==> src/rtl/mpt_pkg.sv <==
// shared types and constants for the mac peer table
`timescale 1ns / 1ps
`default_nettype none
package mpt_pkg;

   localparam int TABLE_SLOTS  = 16;
   localparam int MAC_W        = 48;
   localparam int OP_W         = 2;
   localparam int PEER_COUNT_W = 5;
   localparam int CNT_W        = $clog2(TABLE_SLOTS + 1);
   localparam int COUNT_MAX    = (1 << PEER_COUNT_W) - 1;
   localparam int COUNT_CAP    = (TABLE_SLOTS < COUNT_MAX) ? TABLE_SLOTS : COUNT_MAX;
   localparam int WIDE_W       = (CNT_W > PEER_COUNT_W) ? CNT_W : PEER_COUNT_W;

   typedef enum logic [OP_W-1:0] {
      OP_ADD    = 2'd0,
      OP_HAS    = 2'd1,
      OP_REMOVE = 2'd2,
      OP_CLEAR  = 2'd3
   } op_type;

   // command token walking down the row of slots
   typedef struct packed {
      logic             vld;
      op_type           op;
      logic [MAC_W-1:0] mac;
      logic             hit;
      logic             claimed;
      logic [CNT_W-1:0] count;
   } tok_type;

   // end-of-walk broadcast: settle the tentatively claimed slot
   typedef struct packed {
      logic strobe;
      logic keep;
   } fin_type;

endpackage
`default_nettype wire

==> src/rtl/mpt_cell.sv <==
// one table slot: stored mac, valid mark, and one stage of the command token
`timescale 1ns / 1ps
`default_nettype none
module mpt_cell (
   input  wire logic            clock,
   input  wire logic            reset,
   input  mpt_pkg::tok_type     tok_i,
   input  mpt_pkg::fin_type     fin_i,
   output mpt_pkg::tok_type     tok_o
);
   import mpt_pkg::*;

   logic [MAC_W-1:0] mac_ff, mac_in;
   logic             valid_ff, valid_in;
   logic             tent_ff, tent_in;
   tok_type          tok_ff, tok_in;
   logic             match;

   assign match = valid_ff && (mac_ff == tok_i.mac);

   always_comb begin
      mac_in   = mac_ff;
      valid_in = valid_ff;
      tent_in  = tent_ff;
      tok_in   = tok_i;

      // walk done: a claimed slot becomes valid unless the mac turned up later
      if (fin_i.strobe && tent_ff) begin
         valid_in = fin_i.keep;
         tent_in  = 1'b0;
      end

      if (tok_i.vld) begin
         unique case (tok_i.op)
            OP_ADD: begin
               if (match) begin
                  tok_in.hit = 1'b1;
               end else if (!valid_ff && !tok_i.hit && !tok_i.claimed) begin
                  mac_in         = tok_i.mac;
                  tent_in        = 1'b1;
                  tok_in.claimed = 1'b1;
               end
            end
            OP_HAS: begin
               if (match) begin
                  tok_in.hit = 1'b1;
               end
            end
            OP_REMOVE: begin
               if (match && !tok_i.hit) begin
                  valid_in   = 1'b0;
                  tok_in.hit = 1'b1;
               end
            end
            OP_CLEAR: begin
               valid_in = 1'b0;
            end
            default: begin
            end
         endcase
         tok_in.count = tok_i.count + CNT_W'(valid_in | tent_in);
      end
   end

   always_ff @(posedge clock) begin
      if (reset) begin
         valid_ff   <= 1'b0;
         tent_ff    <= 1'b0;
         tok_ff.vld <= 1'b0;
      end else begin
         valid_ff <= valid_in;
         tent_ff  <= tent_in;
         tok_ff   <= tok_in;
      end
   end

   always_ff @(posedge clock) begin
      mac_ff <= mac_in;
   end

   assign tok_o = tok_ff;

endmodule
`default_nettype wire

==> src/rtl/mac_peer_table.sv <==
// mac peer table: a row of slot cells walked by one command token
// a command passes through the slot cells in order, one register per cell, and the
// result is registered once more from the last cell before the strobe
// a new command is taken only once the last one's result is shown; busy is high meanwhile
// reset: all valid marks clear at once, stored macs keep whatever they held
// results cannot be stalled: rsp_valid is a single-cycle strobe
`timescale 1ns / 1ps
`default_nettype none
module mac_peer_table (
   input  wire logic                             clock,
   input  wire logic                             reset,
   input  wire logic                             start,
   output logic                                  busy,
   input  wire logic [mpt_pkg::OP_W-1:0]         req_op,
   input  wire logic [mpt_pkg::MAC_W-1:0]        req_mac,
   output logic                                  rsp_valid,
   output logic                                  rsp_ok,
   output logic [mpt_pkg::PEER_COUNT_W-1:0]      rsp_peer_count
);
   import mpt_pkg::*;

   tok_type tok [TABLE_SLOTS+1];
   fin_type fin;
   tok_type tok_end;

   logic                    busy_ff, busy_in;
   logic                    rsp_valid_ff, rsp_valid_in;
   logic                    rsp_ok_ff, rsp_ok_in;
   logic [PEER_COUNT_W-1:0] rsp_count_ff, rsp_count_in;
   logic                    accept;
   logic [CNT_W-1:0]        count_adj;
   logic [WIDE_W-1:0]       count_wide;

   assign accept = start && !busy_ff;

   always_comb begin
      tok[0]         = '0;
      tok[0].vld     = accept;
      tok[0].op      = op_type'(req_op);
      tok[0].mac     = req_mac;
   end

   for (genvar i = 0; i < TABLE_SLOTS; i++) begin : g_cell
      mpt_cell u_cell (
         .clock (clock),
         .reset (reset),
         .tok_i (tok[i]),
         .fin_i (fin),
         .tok_o (tok[i+1])
      );
   end

   assign tok_end    = tok[TABLE_SLOTS];
   assign fin.strobe = tok_end.vld;
   assign fin.keep   = tok_end.claimed && !tok_end.hit;

   // a slot claimed before a later match was found is dropped from the count
   assign count_adj  = tok_end.count - CNT_W'(tok_end.claimed && tok_end.hit);
   assign count_wide = WIDE_W'(count_adj);

   always_comb begin
      busy_in      = busy_ff;
      rsp_valid_in = tok_end.vld;
      rsp_ok_in    = rsp_ok_ff;
      rsp_count_in = rsp_count_ff;
      if (accept) begin
         busy_in = 1'b1;
      end
      if (tok_end.vld) begin
         busy_in = 1'b0;
         unique case (tok_end.op)
            OP_ADD:    rsp_ok_in = tok_end.hit || tok_end.claimed;
            OP_HAS:    rsp_ok_in = tok_end.hit;
            OP_REMOVE: rsp_ok_in = tok_end.hit;
            OP_CLEAR:  rsp_ok_in = 1'b1;
            default:   rsp_ok_in = 1'b0;
         endcase
         rsp_count_in = (count_wide > WIDE_W'(COUNT_MAX)) ? PEER_COUNT_W'(COUNT_MAX)
                                                          : PEER_COUNT_W'(count_wide);
      end
   end

   always_ff @(posedge clock) begin
      if (reset) begin
         busy_ff      <= 1'b0;
         rsp_valid_ff <= 1'b0;
      end else begin
         busy_ff      <= busy_in;
         rsp_valid_ff <= rsp_valid_in;
      end
   end

   always_ff @(posedge clock) begin
      rsp_ok_ff    <= rsp_ok_in;
      rsp_count_ff <= rsp_count_in;
   end

   assign busy           = busy_ff;
   assign rsp_valid      = rsp_valid_ff;
   assign rsp_ok         = rsp_ok_ff;
   assign rsp_peer_count = rsp_count_ff;

endmodule
`default_nettype wire

==> config.mk <==
export PLATFORM = sky130hd
export DESIGN_NAME = mac_peer_table
export DESIGN_NICKNAME = d
export VERILOG_FILES = /design/src/rtl/mpt_pkg.sv /design/src/rtl/mpt_cell.sv /design/src/rtl/mac_peer_table.sv
export SDC_FILE = /design/constraint.sdc
export NUM_CORES = 2
export LEC_CHECK = 0
export BUFFER_PORTS_ARGS = -buffer_cell sky130_fd_sc_hd__buf_2
export CAP_MARGIN = 40
export CORE_AREA = 4 4 489 346
export DETAILED_ROUTE_END_ITERATION = 10
export DIE_AREA = 0 0 493 350
export PLACE_DENSITY_LB_ADDON = 0.08
export SETUP_SLACK_MARGIN = 0.15
export SLEW_MARGIN = 30
export SYNTH_ARGS = -nofsm -noshare
export SYNTH_HDL_FRONTEND = slang
export SYNTH_SLANG_ARGS = --single-unit
==> constraint.sdc <==
create_clock -name clock -period 78.5 [get_ports clock]
set_clock_uncertainty 0.05 [all_clocks]
set_input_delay 15.7 -clock clock [delete_from_list [all_inputs] [get_ports clock]]
set_output_delay 15.7 -clock clock [all_outputs]
set_load 0.02 [all_outputs]
# Yosys cells after proc, flatten, opt, wreduce, memory -nomap -nowiden

Cells that the tools add are included.

Flip-flop bits (word level): 1688
Input port bits: 53
Output and inout port bits: 8
Logic and storage cells: 731

Add/sub/neg operators: 16
Order comparisons: 1
Equal/unequal tests: 67
Muxes and demuxes: 284
Bitwise gates (word level): 35
Reduce and logical (&&, ||, !) cells: 181

Operator list:

| operator           | count |
|---|---|
| $eq 48x48->1       | 16 |
| $mux 1             | 237 |
| $mux 7             | 15 |
| $logic_and 1x1->1  | 80 |
| $add 5x5->5        | 15 |
| $eq 2x2->1 const B | 34 |
| $reduce_and 4->1   | 16 |
| $pmux 1 s2         | 31 |
| $logic_not 1->1    | 47 |
| $eq 2x1->1 const B | 17 |
| $logic_not 2->1    | 17 |
| $reduce_or 2->1    | 17 |
| $not 1->1          | 19 |
| $or 1x1->1         | 16 |
| $reduce_or 3->1    | 2 |
| $gt 5x5->1 const B | 1 |
| $sub 5x1->5        | 1 |
| $pmux 1 s3         | 1 |
| $reduce_and 2->1   | 1 |
| $logic_or 1x1->1   | 1 |

# Logic depth before layout (Yosys ltp)

Depth after elaboration: 10
Depth in mapped cells: 11
Gate-level depth less buffers: 10

# Cells and area by module

Synthesis repeated with hierarchy kept, for this count alone.

Cells, all modules: 3414
Area, all modules: 64325.4 um2

Modules (own cells, without submodules):

| module                           | times used | cells an instance | area each (um2) | seq. area each (um2) |
|---|---|---|---|---|
| mpt_cell (g_cell[2].u_cell ...)  | 8          | 215               | 4005.1          | 3213.1 |
| mpt_cell (g_cell[0].u_cell ...)  | 4          | 207               | 3975.1          | 3213.1 |
| mpt_cell (g_cell[14].u_cell ...) | 3          | 209               | 4005.1          | 3213.1 |
| mpt_cell (g_cell[10].u_cell)     | 1          | 207               | 3976.3          | 3213.1 |
| mac_peer_table                   | 1          | 32                | 392.9           | 220.2 |

# Least setup slack after synthesis

OpenSTA, ideal clock, no wires.

Path kind: in2reg
From: input reset
To: register g_cell[0].u_cell.tok_ff (netlist bit g_cell[0].u_cell.tok_o[0]), enable pin
Arrival: 38.981 ns
Required time: 76.892 ns
Path slack: 37.911 ns
Stages: 2
Cell sequence: inv_1 -> clkbuf_1

RTL lines:

| element              | line                 | RTL |
|---|---|---|
| from (decl)          | mac_peer_table.sv:11 | `input wire logic reset,` |
| to (signal assigned) | mpt_cell.sv:73       | `tok_ff <= tok_in;` |
| to (decl)            | mpt_cell.sv:16       | `tok_type tok_ff, tok_in;` |

No word-level cell between the ends.

# Worst setup path after layout

From: input reset
To: register g_cell[11].u_cell.tok_ff (netlist bit g_cell[11].u_cell.tok_o[35]), enable pin

RTL lines:

| element              | line |
|---|---|
| to (signal assigned) | mpt_cell.sv:73 |
| to (decl)            | mpt_cell.sv:16 |

No word-level cell between the ends.

==> impl_metrics.csv <==
group,metric,value,unit
sta,slew_headroom,0.4114,
sta,fin_tns_setup,0,ns
cells_and_area,multi_input_area,0.01201,sq mm
setup_path,criticalPathCategory,"in2reg",
routing,remaining_drc_errors,0,
synthesis,synth_edf_count,1628,
synthesis,synth_mux_area_frac,0.008131,
cells_and_area,drive_above_1_share,0.1047,
sta,fmax,53.60,MHz
die,die_h,350,microns
synthesis,ys_ff_latch,1678,
setup_path,cp.arrival,19.02,ns
cells_and_area,syn2layout_area_growth,14.23,%
grt,antenna_found_initial,13,
setup_path,crit_fanout,123,
job,maxCapViolations,0,
routing,wirelength,138.7,mm
routing,antenna_left,0,
die,start_util,0.3771,
place,hpwlAfterDp,96.96,mm
synthesis,ys_warn_count,0,
routing,via_count,29363,
routing,viasPerCell,4.935,
synthesis,synth_xor_area_frac,0.1047,
synthesis,synth_flop_cell,"edfxtp_1",
sta,min_period,18.66,ns
die,die_w,493,microns
sta,fin_ws,59.84,ns
synthesis,ys_seq_area_frac,0.8025,
synthesis,syn_inst,3357,
place,dp_slack,59.06,ns
cells_and_area,stdcell_area,0.07101,sq mm
place,placed_cell_area,0.06568,sq mm
grt,grt_pass1_wl,203.9,mm
synthesis,synth_simple_gate_area_share,0.05569,
synthesis,synth-adder-area-share,0.006642,
sta,maxSlewViolCount,0,
synthesis,synth_top_family_by_area,"XOR/XNOR gates",
sta,rsz0062_at_grt,"no",
cts,ctsResizeCount,0,
die,core,0.1648,sq mm
synthesis,synth_nets,3443,
grt,grt_max_degree,188,
outcome,status,"complete, no violations",
synthesis,yosys.area.top_type,"edfxtp_1",
synthesis,synth-compound-area-share,0.01644,
cts,post_cts_buffers,0,
place,gp_congestion,0.8000,
setup_path,cp-end-kind,"register",
routing,wl_per_cell,23.31,microns
routing,drt_iter0_markers,2623,
synthesis,netlist_area,0.06217,sq mm
power_and_ir_drop,power,1.879,mW
routing,first_pass_iters,5,
worst_hold_path,hold_path.class,"reg2reg",
power_and_ir_drop,leakagePower,22.76,nW
setup_path,slowest_stage,"buf_4",
cts,clk_latency,0.78,ns
sta,finalCritPeriodShare,0.2376,
setup_path,cp_common_cell,"buf_4",
synthesis,netlist.area_leader.share,0.7864,
cts,root_buffer,"clkbuf_16",
synthesis,async_flop_share,0,
cts,tritoncts,"yes",
cts,clk_pin_slew,0.06,ns
synthesis,synth.avg_cell_area,18.52,sq um
die,io_pins,61,
die,row_count,125,
die,dieArea,0.1726,sq mm
cells_and_area,fillerInstances,14459,
cells_and_area,nNetsFinal,3678,
setup_path,slowest_delay,0.62,ns
place,port-buffer-count,60,
cts,htreeDepth,4,
sta,finalHoldViolCount,0,
grt,gr-total-overflow,0,
cells_and_area,ff_latch_area,0.04989,sq mm
synthesis,ys_types,66,
sta,worst_pin_slew,0.8707,ns
power_and_ir_drop,power_density,26.46,mW/mm^2
setup_path,crit_chain,"buf_2 > buf_4 > inv_8 > buf_4 > buf_4 > buf_16 > buf_12 > buf_16",
power_and_ir_drop,irDropWorstVdd,16.85,uV
setup_path,start_kind,"input pin",
grt,grt_use_total,0.1598,
cts,clock-sinks,1678,
grt,first_global_vias,29533,
sta,setup_viol,0,
setup_path,crit_required,78.86,ns
sta,fin_hold_ws,0.4248,ns
cts,numCtsBuffers,162,
synthesis,synthTopCellsByArea,"edfxtp_1, xnor2_1, xor2_1",
cts,cts_hold_buffers,0,
cts,cts_max_path_buffers,3,
-- critical path: cells and delay by family --
kind / cells / cell delay (ns)
buffers and inverters: 8 / 3.04
-- registers in the layout, summed over array words and instances (netlist names) --
| register | flops |
|---|---|
| busy | 1 |
| g_cell.u_cell.mac_ff | 768 |
| g_cell.u_cell.tent_ff | 16 |
| g_cell.u_cell.tok_o | 870 |
| g_cell.u_cell.valid_ff | 16 |
| rsp_ok | 1 |
| rsp_peer_count | 5 |
| rsp_valid | 1 |
-- report_power, final --
part           internal, mW  switching, mW
Combinational        0.0189         0.0256
Clock                 0.449          0.334
Sequential             1.02         0.0351
Total                  1.48          0.395
-- logic make-up (layout without fill, tap and decap cells) --
family          count (synthesis)  count (layout)
simple gates                  622             622
other cells                     0               2
flops                        1678            1678
buf+inv                        98             467
compound gates                137             137
fa+ha+maj                      33              33
mux                            46              46
xor+xnor                      743             743
-- synth_stat cells (all sizes together) (5+ instances only) --
cell	n
a222oi	6
ha	33
a21oi	22
and2	5
o21a	7
a31o	8
o21bai	9
o2111ai	6
nor2	63
xor2	253
nor3	31
clkbuf	23
edfxtp	1628
inv	74
nor4	108
nand3	34
mux2i	10
o21ai	13
nand2	99
nand3b	7
a22o	5
nand4	165
nand2b	50
mux2	36
o22ai	10
nor2b	35
xnor2	490
or4	7
dfxtp	50
a221o	5
o221ai	6
-- final timing paths --
kind | startpoint | to | slack (ns) | cells past startpoint
max reg2reg | g_cell[12].u_cell.tok_o[39] | g_cell[13].u_cell.tok_o[1] | 74.85 | 10
max | reset | g_cell[11].u_cell.tok_o[35] | 59.84 | 8
min | g_cell[14].u_cell.tok_o[34] | g_cell[15].u_cell.mac_ff[27] | 0.42 | 0
min reg2reg | g_cell[14].u_cell.tok_o[34] | g_cell[15].u_cell.mac_ff[27] | 0.42 | 0
-- layout by cell type, fill, tap and decap left out, types with 30 or more instances in the layout --
master        n
edfxtp_1   1628
xnor2_1     490
xor2_1      253
nand4_1     165
clkbuf_16   165
nor4_1      107
nand2_1      99
inv_1        69
buf_2        60
nor2_1       52
nand2b_1     50
dfxtp_1      49
clkinv_1     36
nor2b_1      34
mux2_2       33
nand3_1      33
ha_1         33
nor3_1       31
clkinv_2     30
-- metrics by stage --
stage	std cells	utilization
after floorplan	3357	-
after global placement	5639	0.3972
after detailed placement	5649	0.3984
after CTS	5947	0.4306
after global routing	5949	0.4307
final	5950	0.4308
-- final cells by class --
type                       instances  area share
antenna                            2  0.00007048
multi-input combinational       1581      0.1691
clock buffer                     194     0.06024
timing repair buffer              95     0.01045
sequential                      1678      0.7026
tap                             2222     0.03915
clock inverter                   104     0.01436
inverter                          74    0.004017
-- layer usage --
metal / vias to the layer above / share of wire / global-route usage
met5: - / 0 / 0
met4: 0 / 0.016 / 0.03568
met3: 171 / 0.052 / 0.03194
met2: 659 / 0.43 / 0.2282
met1: 15215 / 0.50 / 0.2505
li1: 13318 / - / -
No activity file was read; power rests on OpenSTA's default activity.
